### src/design/sfov_pkg.sv
// ----------------------------------------------------------------------------
// Shadowcast field of view package
// Shared types, codes and the octant transform table for the view block.
// ----------------------------------------------------------------------------
package sfov_pkg;

  localparam int GRID_WIDTH_DEF  = 64;
  localparam int GRID_HEIGHT_DEF = 64;
  localparam int MAX_RADIUS_DEF  = 63;

  localparam logic [1:0] OP_WRITE   = 2'd0;
  localparam logic [1:0] OP_COMPUTE = 2'd1;
  localparam logic [1:0] OP_READ    = 2'd2;

  typedef struct packed {
    logic [1:0] opcode;
    logic [5:0] cell_x;
    logic [5:0] cell_y;
    logic       opaque;
    logic [5:0] sight_radius;
  } in_item_t;

  typedef struct packed {
    logic [1:0] ack_opcode;
    logic       cell_visible;
    logic       cell_seen;
  } out_item_t;

  typedef enum logic [3:0] {
    ST_CLEAR,
    ST_IDLE,
    ST_WRITE,
    ST_READ,
    ST_VCLR,
    ST_ORIGIN,
    ST_OCT_INIT,
    ST_ROW,
    ST_POP,
    ST_CMP_ST,
    ST_CMP_EN,
    ST_CELL,
    ST_PUSH,
    ST_OCT_NEXT,
    ST_DONE
  } state_t;

  typedef struct packed {
    logic latch_in;
    logic wr_opaque;
    logic rd_flags;
    logic clr_step;
    logic clr_all;
    logic mark_origin;
    logic oct_init;
    logic row_adv;
    logic pop_dec;
    logic pop_load;
    logic dx_inc;
    logic dx_end;
    logic opq_rd;
    logic cell_upd;
    logic push;
    logic oct_next;
    logic out_load;
  } cmd_t;

  typedef struct packed {
    logic clr_last;
    logic rad_zero;
    logic dx_pos;
    logic row_end;
    logic depth_one;
    logic st_lt_r;
    logic l_lt_en;
    logic need_push;
    logic oct_last;
  } status_t;

  typedef struct packed {
    logic signed [1:0] xx;
    logic signed [1:0] xy;
    logic signed [1:0] yx;
    logic signed [1:0] yy;
  } oct_coef_t;

  function automatic oct_coef_t oct_coef(input logic [2:0] oct);
    oct_coef_t c;
    case (oct)
      3'd0:    c = '{xx: 2'sd1,  xy: 2'sd0,  yx: 2'sd0,  yy: 2'sd1};
      3'd1:    c = '{xx: 2'sd0,  xy: 2'sd1,  yx: 2'sd1,  yy: 2'sd0};
      3'd2:    c = '{xx: 2'sd0,  xy: -2'sd1, yx: 2'sd1,  yy: 2'sd0};
      3'd3:    c = '{xx: -2'sd1, xy: 2'sd0,  yx: 2'sd0,  yy: 2'sd1};
      3'd4:    c = '{xx: -2'sd1, xy: 2'sd0,  yx: 2'sd0,  yy: -2'sd1};
      3'd5:    c = '{xx: 2'sd0,  xy: -2'sd1, yx: -2'sd1, yy: 2'sd0};
      3'd6:    c = '{xx: 2'sd0,  xy: 2'sd1,  yx: -2'sd1, yy: 2'sd0};
      3'd7:    c = '{xx: 2'sd1,  xy: 2'sd0,  yx: 2'sd0,  yy: -2'sd1};
      default: c = '{xx: 2'sd1,  xy: 2'sd0,  yx: 2'sd0,  yy: 2'sd1};
    endcase
    return c;
  endfunction

endpackage

### src/design/sfov_ctrl.sv
// ----------------------------------------------------------------------------
// Shadowcast field of view controller
// State machine that sequences item handling, map clearing and the sweep.
// ----------------------------------------------------------------------------
module sfov_ctrl (
  input  logic              clk,
  input  logic              rst_n,
  input  logic              in_valid,
  input  logic [1:0]        in_opcode,
  output logic              in_ready,
  output logic              out_valid,
  input  logic              out_ready,
  input  sfov_pkg::status_t sts,
  output sfov_pkg::cmd_t    cmd
);

  sfov_pkg::state_t state_r, state_nxt;
  logic             out_valid_r, out_valid_nxt;
  logic             out_free;

  assign out_free  = !out_valid_r || out_ready;
  assign in_ready  = (state_r == sfov_pkg::ST_IDLE);
  assign out_valid = out_valid_r;

  always_ff @(posedge clk) begin
    if (!rst_n) begin
      state_r     <= sfov_pkg::ST_CLEAR;
      out_valid_r <= 1'b0;
    end else begin
      state_r     <= state_nxt;
      out_valid_r <= out_valid_nxt;
    end
  end

  always_comb begin
    state_nxt = state_r;
    case (state_r)
      sfov_pkg::ST_CLEAR: begin
        if (sts.clr_last) state_nxt = sfov_pkg::ST_IDLE;
      end
      sfov_pkg::ST_IDLE: begin
        if (in_valid) begin
          case (in_opcode)
            sfov_pkg::OP_WRITE:   state_nxt = sfov_pkg::ST_WRITE;
            sfov_pkg::OP_READ:    state_nxt = sfov_pkg::ST_READ;
            sfov_pkg::OP_COMPUTE: state_nxt = sfov_pkg::ST_VCLR;
            default:              state_nxt = sfov_pkg::ST_DONE;
          endcase
        end
      end
      sfov_pkg::ST_WRITE:  state_nxt = sfov_pkg::ST_DONE;
      sfov_pkg::ST_READ:   state_nxt = sfov_pkg::ST_DONE;
      sfov_pkg::ST_VCLR: begin
        if (sts.clr_last) state_nxt = sfov_pkg::ST_ORIGIN;
      end
      sfov_pkg::ST_ORIGIN: state_nxt = sfov_pkg::ST_OCT_INIT;
      sfov_pkg::ST_OCT_INIT: begin
        state_nxt = sts.rad_zero ? sfov_pkg::ST_OCT_NEXT : sfov_pkg::ST_ROW;
      end
      sfov_pkg::ST_ROW: begin
        if (sts.dx_pos && sts.row_end) begin
          state_nxt = sts.depth_one ? sfov_pkg::ST_OCT_NEXT : sfov_pkg::ST_POP;
        end else begin
          state_nxt = sfov_pkg::ST_CMP_ST;
        end
      end
      sfov_pkg::ST_POP:    state_nxt = sfov_pkg::ST_ROW;
      sfov_pkg::ST_CMP_ST: begin
        state_nxt = sts.st_lt_r ? sfov_pkg::ST_ROW : sfov_pkg::ST_CMP_EN;
      end
      sfov_pkg::ST_CMP_EN: begin
        state_nxt = sts.l_lt_en ? sfov_pkg::ST_ROW : sfov_pkg::ST_CELL;
      end
      sfov_pkg::ST_CELL: begin
        state_nxt = sts.need_push ? sfov_pkg::ST_PUSH : sfov_pkg::ST_ROW;
      end
      sfov_pkg::ST_PUSH:   state_nxt = sfov_pkg::ST_ROW;
      sfov_pkg::ST_OCT_NEXT: begin
        state_nxt = sts.oct_last ? sfov_pkg::ST_DONE : sfov_pkg::ST_OCT_INIT;
      end
      sfov_pkg::ST_DONE: begin
        if (out_free) state_nxt = sfov_pkg::ST_IDLE;
      end
      default: state_nxt = sfov_pkg::ST_CLEAR;
    endcase
  end

  always_comb begin
    cmd           = '0;
    out_valid_nxt = out_valid_r && !out_ready;
    case (state_r)
      sfov_pkg::ST_CLEAR: begin
        cmd.clr_step = 1'b1;
        cmd.clr_all  = 1'b1;
      end
      sfov_pkg::ST_IDLE:     cmd.latch_in    = in_valid;
      sfov_pkg::ST_WRITE:    cmd.wr_opaque   = 1'b1;
      sfov_pkg::ST_READ:     cmd.rd_flags    = 1'b1;
      sfov_pkg::ST_VCLR:     cmd.clr_step    = 1'b1;
      sfov_pkg::ST_ORIGIN:   cmd.mark_origin = 1'b1;
      sfov_pkg::ST_OCT_INIT: cmd.oct_init    = 1'b1;
      sfov_pkg::ST_ROW: begin
        if (sts.dx_pos) begin
          cmd.pop_dec = sts.row_end;
          cmd.row_adv = !sts.row_end;
        end
      end
      sfov_pkg::ST_POP:      cmd.pop_load    = 1'b1;
      sfov_pkg::ST_CMP_ST:   cmd.dx_inc      = sts.st_lt_r;
      sfov_pkg::ST_CMP_EN: begin
        cmd.dx_end = sts.l_lt_en;
        cmd.opq_rd = !sts.l_lt_en;
      end
      sfov_pkg::ST_CELL:     cmd.cell_upd    = 1'b1;
      sfov_pkg::ST_PUSH:     cmd.push        = 1'b1;
      sfov_pkg::ST_OCT_NEXT: cmd.oct_next    = 1'b1;
      sfov_pkg::ST_DONE: begin
        if (out_free) begin
          cmd.out_load  = 1'b1;
          out_valid_nxt = 1'b1;
        end
      end
      default: cmd = '0;
    endcase
  end

endmodule

### config.mk
export PLATFORM = sky130hd
export DESIGN_NAME = sfov_ctrl
export DESIGN_NICKNAME = d
export VERILOG_FILES = /design/src/design/sfov_pkg.sv /design/src/design/sfov_ctrl.sv
export SDC_FILE = /design/constraint.sdc
export NUM_CORES = 1
export LEC_CHECK = 0
export BUFFER_PORTS_ARGS = -buffer_cell sky130_fd_sc_hd__buf_2
export CAP_MARGIN = 20
export CELL_PAD_IN_SITES_DETAIL_PLACEMENT = 0
export CELL_PAD_IN_SITES_GLOBAL_PLACEMENT = 2
export CORE_MARGIN = 2
export CORE_UTILIZATION = 19
export DETAILED_ROUTE_END_ITERATION = 10
export GPL_ROUTABILITY_DRIVEN = 0
export GPL_TIMING_DRIVEN = 0
export PLACE_DENSITY = 0.78
export SYNTH_ARGS = -nofsm -noshare
export SYNTH_HDL_FRONTEND = slang
export SYNTH_SLANG_ARGS = --single-unit
### constraint.sdc
create_clock -name clk -period 1.3 [get_ports clk]
set_clock_uncertainty 0.05 [all_clocks]
set_input_delay 0.13 -clock clk [delete_from_list [all_inputs] [get_ports clk]]
set_output_delay 0.13 -clock clk [all_outputs]
set_load 0.01 [all_outputs]
==> results of run 1 <==
==> metal layers <==
layer / GRT usage / vias up / share of wire
met2: 0.252 / 40 / 0.50
met5: 0 / - / 0
met3: 0.0336 / 4 / 0.078
met4: 0.0373 / 0 / 0.010
li1: - / 466 / -
met1: 0.192 / 448 / 0.41
==> metrics by stage <==
step           instance area, µm²   util  cells
2_1_floorplan                 633      -     92
3_3_place_gp                  853  0.277    169
5_1_grt                      1460  0.475    200
3_5_place_dp                  853  0.277    169
6_report                     1460  0.475    200
4_1_cts                      1210  0.395    191
==> registers in the layout, summed over array words and instances, names as in the netlist <==
signal	flops
state_r	4
out_valid	1
==> cells by family after synthesis <==
logic type / after synthesis / share of synthesized area
compound gates: 24 / 0.272
buf+inv: 11 / 0.113
flops: 5 / 0.161
simple gates: 52 / 0.455
==> cell usage in the layout, fill, tap and decap left out, types with 2 or more instances in the layout <==
cell      count
inv_1         2
buf_6        13
o21ai_1       4
dfxtp_4       2
buf_12        2
nor3_1        2
nand3b_1      2
o21ai_0       3
buf_8         3
clkbuf_4      3
and3_4        2
buf_4        19
nor3_2        2
nor3_4        5
dfxtp_2       2
nor2_1        5
buf_2        31
a221oi_1      2
a22oi_2       2
nand2b_4      4
nor2b_4       2
a21o_1        2
nand3_1       2
nor2_2        7
nand2_1       6
==> tightest hold or removal path, cell delays in order <==
cell     delay, ns
buf_2         0.13
nand3_1       0.08
o21ai_1       0.06
==> cell type report <==
cell class	instances	area [µm²]	share of cell area
multi-input combinational	76	729	0.499
timing repair buffer	60	419	0.287
sequential	5	110	0.0753
buffer	8	110	0.0753
tap	44	55.1	0.0377
clock buffer	4	26.3	0.0180
inverter	3	11.3	0.00771
==> worst min-delay path by stage <==
| stage | cells past startpoint | end |
|---|---|---|
| 3_3_place_gp | 3 | state_r[3] |
| 3_5_place_dp | 3 | state_r[3] |
| 6_report | 3 | state_r[2] |
| 5_1_grt | 2 | out_valid |
| 4_1_cts | 3 | state_r[3] |
| 2_1_floorplan | 2 | state_r[1] |
==> repair_timing <==
item,4_1_cts,5_1_grt
pin swaps,9,15
setup buffers,15,9
setup endpoints to repair,22,22
gates resized for setup,46,44
cloned,3,0
==> power by group through the flow <==
stage	registers [mW]	logic (mW)	clock network [mW]
3_3_place_gp	0.238	1.13	0
5_1_grt	0.265	2.61	0.199
6_report	0.262	2.45	0.185
4_1_cts	0.251	1.85	0.182
2_1_floorplan	0.235	0.825	0
3_5_place_dp	0.242	1.12	0
==> impl_metrics.csv, run 1 <==
group,metric,value,unit
setup_path,crit_path_max_fanout,3,
synthesis,ys_ff_latch,5,
synthesis,yosys.cell_count.top_type,"nor2_1",
synthesis,synth_top_area_cell,"dfxtp_1",
min_path,min_from,"rst_n",
synthesis,avgSynthCellArea,6.76,µm²
cells_and_area,synthToLayoutAreaGrowth,135,%
clocking,cts_hold_buffers,0,
routing,routedWlPerCell,14.4,µm
placed_design,port-buffer-count,33,
sta,hold_viol,0,
global_routing,track_usage,0.149,
clocking,tritoncts,"done",
clocking,cts.sinks,5,
sta,finalSetupViolCount,22,
power,p_int,1.64,mW
global_routing,grt_pass1_vias,881,
clocking,root_buffer,"clkbuf_4",
sta,rsz0062_at_grt,"true",
synthesis,synth_area,622,µm²
setup_path,crit_type,"register to output port",
setup_path,start_kind,"register",
synthesis,synth_edf_count,0,
routing,routed_wl,2880,µm
power,p_switching,1.26,mW
synthesis,yosysUniqueCellTypes,34,
synthesis,synth_nets,107,
sta,tns,-2.93,ns
cells_and_area,layout.nets,172,
floorplanning,io-pin-count,34,
synthesis,synth-warning-count,0,
setup_path,cp_cell_sequence,"buf_6 -> nor4b_4 -> and2_1 -> buf_2",
synthesis,synth_area_leaders,"dfxtp_1, nor3_1, nor2_1",
synthesis,ys.flop_type,"dfxtp_1",
setup_path,worstPathArrival,1.37,ns
clocking,clk_pin_slew,0.05,ns
floorplanning,rows,20,
synthesis,syn-instance-count,92,
setup_path,cpPeakStageDelay,0.34,ns
cells_and_area,drive_gt1_frac,0.744,
routing,vias,958,
power,leakagePower,0.650,nW
clocking,cts-buffers-inserted,3,
setup_path,ff2ff_setup_slack,-0.21,ns
outcome,outcome,"complete, but fails checks",
sta,fmax,644,MHz
power,vdd_drop_max,0.712,mV
cells_and_area,n_fill_cell,316,
setup_path,cpMaxStageDelayCell,"dfxtp_4",
routing,antenna_left,0,
run,maxCapViolations,0,
routing,drt_iter0_drc,28,
sta,period_minus_slack,1.55,ns
routing,drc_errors,0,
outcome,violations,"setup timing",
setup_path,path_buf_inv,2,
min_path,hp-class,"primary input to register",
routing,via_per_inst,4.79,
sta,max_slew_margin,0.794,
placed_design,dp_hpwl,1720,µm
floorplanning,core,3080,µm²
power,clkPwrFrac,0.064,
global_routing,antenna_found_initial,0,
floorplanning,die-height,61.2,µm
synthesis,synthArstFlopShare,0,
synthesis,ys_top_cells_by_count,"nor2_1, nor3_1, nand2_1, dfxtp_1, nand2b_1",
global_routing,grt_pass1_wl,4120,µm
clocking,ctsLongestPathBuffers,2,
floorplanning,start_util,0.202,
setup_path,timing.rr.end,"state_r[3]",
floorplanning,dieArea,3750,µm²
setup_path,required,1.12,ns
sta,whs,0.146,ns
synthesis,yosysSeqAreaShare,0.161,
power,p_comb_frac,0.846,
setup_path,crit_path_end_kind,"output port",
power,p_sw_frac,0.435,
global_routing,gr-total-overflow,0,
sta,period_share,1.19,
setup_path,reg2reg_depth,6,
sta,setup_ws,-0.252,ns
cells_and_area,antennaDiodeCount,0,
sta,tightest_slew,0.309,ns
setup_path,crit_cells,4,
clocking,clk_latency,0.25,ns
global_routing,grt_max_degree,11,
floorplanning,die_x,61.2,µm
setup_path,endpoint,"cmd[16]",
setup_path,crit-reg2reg-launch,"state_r[2]",
placed_design,place_ws,-0.218,ns
power,power,2.90,mW
routing,drtPass1Iterations,4,
setup_path,critPathLaunch,"state_r[2]",
sta,maxSlewViolCount,0,
clocking,htreeDepth,1,
setup_path,crit_family,"simple AND/OR/NAND/NOR gates",
synthesis,synth_top_cell_area_share,0.161,
power,seqPwrFrac,0.090,
power,power_density,1990,nW/µm²
(Power assumes the default switching activity.)
==> run 2, diff against run 1 <==
PLACE_DENSITY = 0.71   (was 0.78)
==> impl_metrics.csv, run 2 (same netlist as run 1, synthesis figures left out) <==
group,metric,value,unit
min_path,holdPathEnd,"out_valid",
clocking,tritoncts,"done",
power,p_switching,1.23,mW
min_path,hp-class,"primary input to register",
setup_path,crit_path_end_kind,"register",
min_path,min_from,"rst_n",
floorplanning,io-pin-count,34,
setup_path,required,1.38,ns
power,leakagePower,0.660,nW
outcome,violations,"setup timing",
global_routing,grt_pass1_wl,4110,µm
power,vdd_drop_max,0.667,mV
power,p_sw_frac,0.426,
clocking,clk_latency,0.25,ns
setup_path,cpMaxStageDelayCell,"a2111oi_2",
sta,maxSlewViolCount,0,
cells_and_area,final_common_cell,"buf_2",
setup_path,start_kind,"register",
clocking,htreeDepth,1,
clocking,root_buffer,"clkbuf_4",
routing,top_layer,"met4",
sta,tightest_slew,0.360,ns
setup_path,worstPathArrival,1.57,ns
cells_and_area,layout.nets,174,
routing,routed_wl,2900,µm
placed_design,dp_hpwl,1700,µm
floorplanning,die-height,61.2,µm
floorplanning,core,3080,µm²
routing,met1_length,1270,µm
cells_and_area,largest-register,"state_r",
sta,max_slew_margin,0.759,
routing,via_per_inst,4.74,
sta,finalSetupViolCount,22,
power,power_density,1980,nW/µm²
cells_and_area,drive_gt1_frac,0.747,
setup_path,ff2ff_setup_slack,-0.19,ns
setup_path,timing.rr.end,"state_r[2]",
power,p_int,1.66,mW
sta,whs,0.132,ns
routing,wl_met3,166,µm
power,p_comb_frac,0.844,
sta,period_minus_slack,1.49,ns
sta,period_share,1.15,
routing,antenna_left,0,
cells_and_area,synthToLayoutAreaGrowth,135,%
setup_path,crit_path_max_fanout,9,
global_routing,antenna_found_initial,0,
cells_and_area,mostFrequentLayoutCells,"buf_2, buf_4, buf_6",
placed_design,place_ws,-0.253,ns
floorplanning,start_util,0.202,
clocking,clk_pin_slew,0.04,ns
cells_and_area,antennaDiodeCount,0,
clocking,cts-buffers-inserted,3,
setup_path,cpPeakStageDelay,0.35,ns
setup_path,crit_type,"register to register",
sta,hold_viol,0,
floorplanning,die_x,61.2,µm
floorplanning,dieArea,3750,µm²
outcome,outcome,"complete, but fails checks",
global_routing,grt_max_degree,11,
cells_and_area,largest_reg_flops,4,
setup_path,reg2reg_depth,6,
setup_path,cp_cell_sequence,"buf_8 -> buf_4 -> a2111oi_2 -> a221oi_2 -> a221oi_1 -> o21ai_1",
power,seqPwrFrac,0.091,
run,maxCapViolations,0,
global_routing,track_usage,0.149,
setup_path,crit-reg2reg-launch,"state_r[3]",
routing,drt_iter0_drc,21,
global_routing,gr-total-overflow,0,
sta,setup_ws,-0.192,ns
clocking,cts.sinks,5,
placed_design,port-buffer-count,33,
global_routing,grt_pass1_vias,876,
sta,rsz0062_at_grt,"true",
clocking,cts_hold_buffers,0,
sta,fmax,670,MHz
routing,vias,957,
routing,dr_wl_met2,1430,µm
routing,drtPass1Iterations,7,
clocking,ctsLongestPathBuffers,2,
min_path,min_delay_path_depth,2,
routing,drc_errors,0,
floorplanning,rows,20,
routing,routedWlPerCell,14.3,µm
cells_and_area,utilization,0.474,
power,clkPwrFrac,0.064,
-- run 2: changes by cell type in the layout (fill, tap and decap cells not counted), sizes merged --
cell	before	now
buf	68	69
clkbuf	4	5
-- run 2: routing by layer --
metal	vias up	track usage
met5	-	0
li1	471	-
met1	451	0.189
met2	31	0.255
met4	0	0.0280
met3	4	0.0378
-- run 2: worst max path at each step --
stage	startpoint	endpoint	slack, ns	cells after the start
final	state_r[3]	state_r[2]	-0.19	6
after global routing	state_r[3]	state_r[2]	-0.31	6
after CTS	state_r[2]	cmd[4]	-0.20	5
after detailed placement	state_r[0]	state_r[1]	-0.25	6
after global placement	state_r[0]	state_r[1]	-0.26	5
after floorplan	state_r[1]	state_r[3]	-0.02	5
-- run 2: worst max-delay path: cells and delay by family (launching register included) --
| kind | cells | cell delay (ns) |
|---|---|---|
| flops | 1 | 0.32 |
| compound gates | 4 | 0.72 |
| buf+inv | 2 | 0.28 |
-- run 2: stage by stage --
step,cells,setup TNS (ns),area (µm²),total power [mW]
after detailed placement,169,-1.05,853,1.37
final,202,-2.66,1460,2.88
after global routing,202,-3.91,1460,3.07
after CTS,195,-2.43,1250,2.35
after global placement,169,-1.14,853,1.39
after floorplan,92,-0.0356,633,1.06
-- run 2: what timing repair did --
item,CTS,global route
setup endpoints to repair,22,22
endpoints found under the hold margin,0,0
buffers inserted,20,6
cloned,2,1
pin swaps,14,8
resized for setup,51,34
-- run 2: final cells by class --
class / count / area [µm²]
inverters: 3 / 11.3
fillers: 300 / 1620
plain buffers: 8 / 123
well taps: 44 / 55.1
flip-flops and latches: 5 / 108
repair buffers: 62 / 455
clock buffers: 4 / 26.3
multi-input cells: 76 / 682
-- run 2: power groups by stage --
stage / combinational [mW] / sequential (mW) / clock [mW]
final: 2.44 / 0.264 / 0.185
after floorplan: 0.825 / 0.235 / 0
after CTS: 1.90 / 0.259 / 0.189
after detailed placement: 1.13 / 0.240 / 0
after global placement: 1.15 / 0.238 / 0
after global routing: 2.60 / 0.269 / 0.196
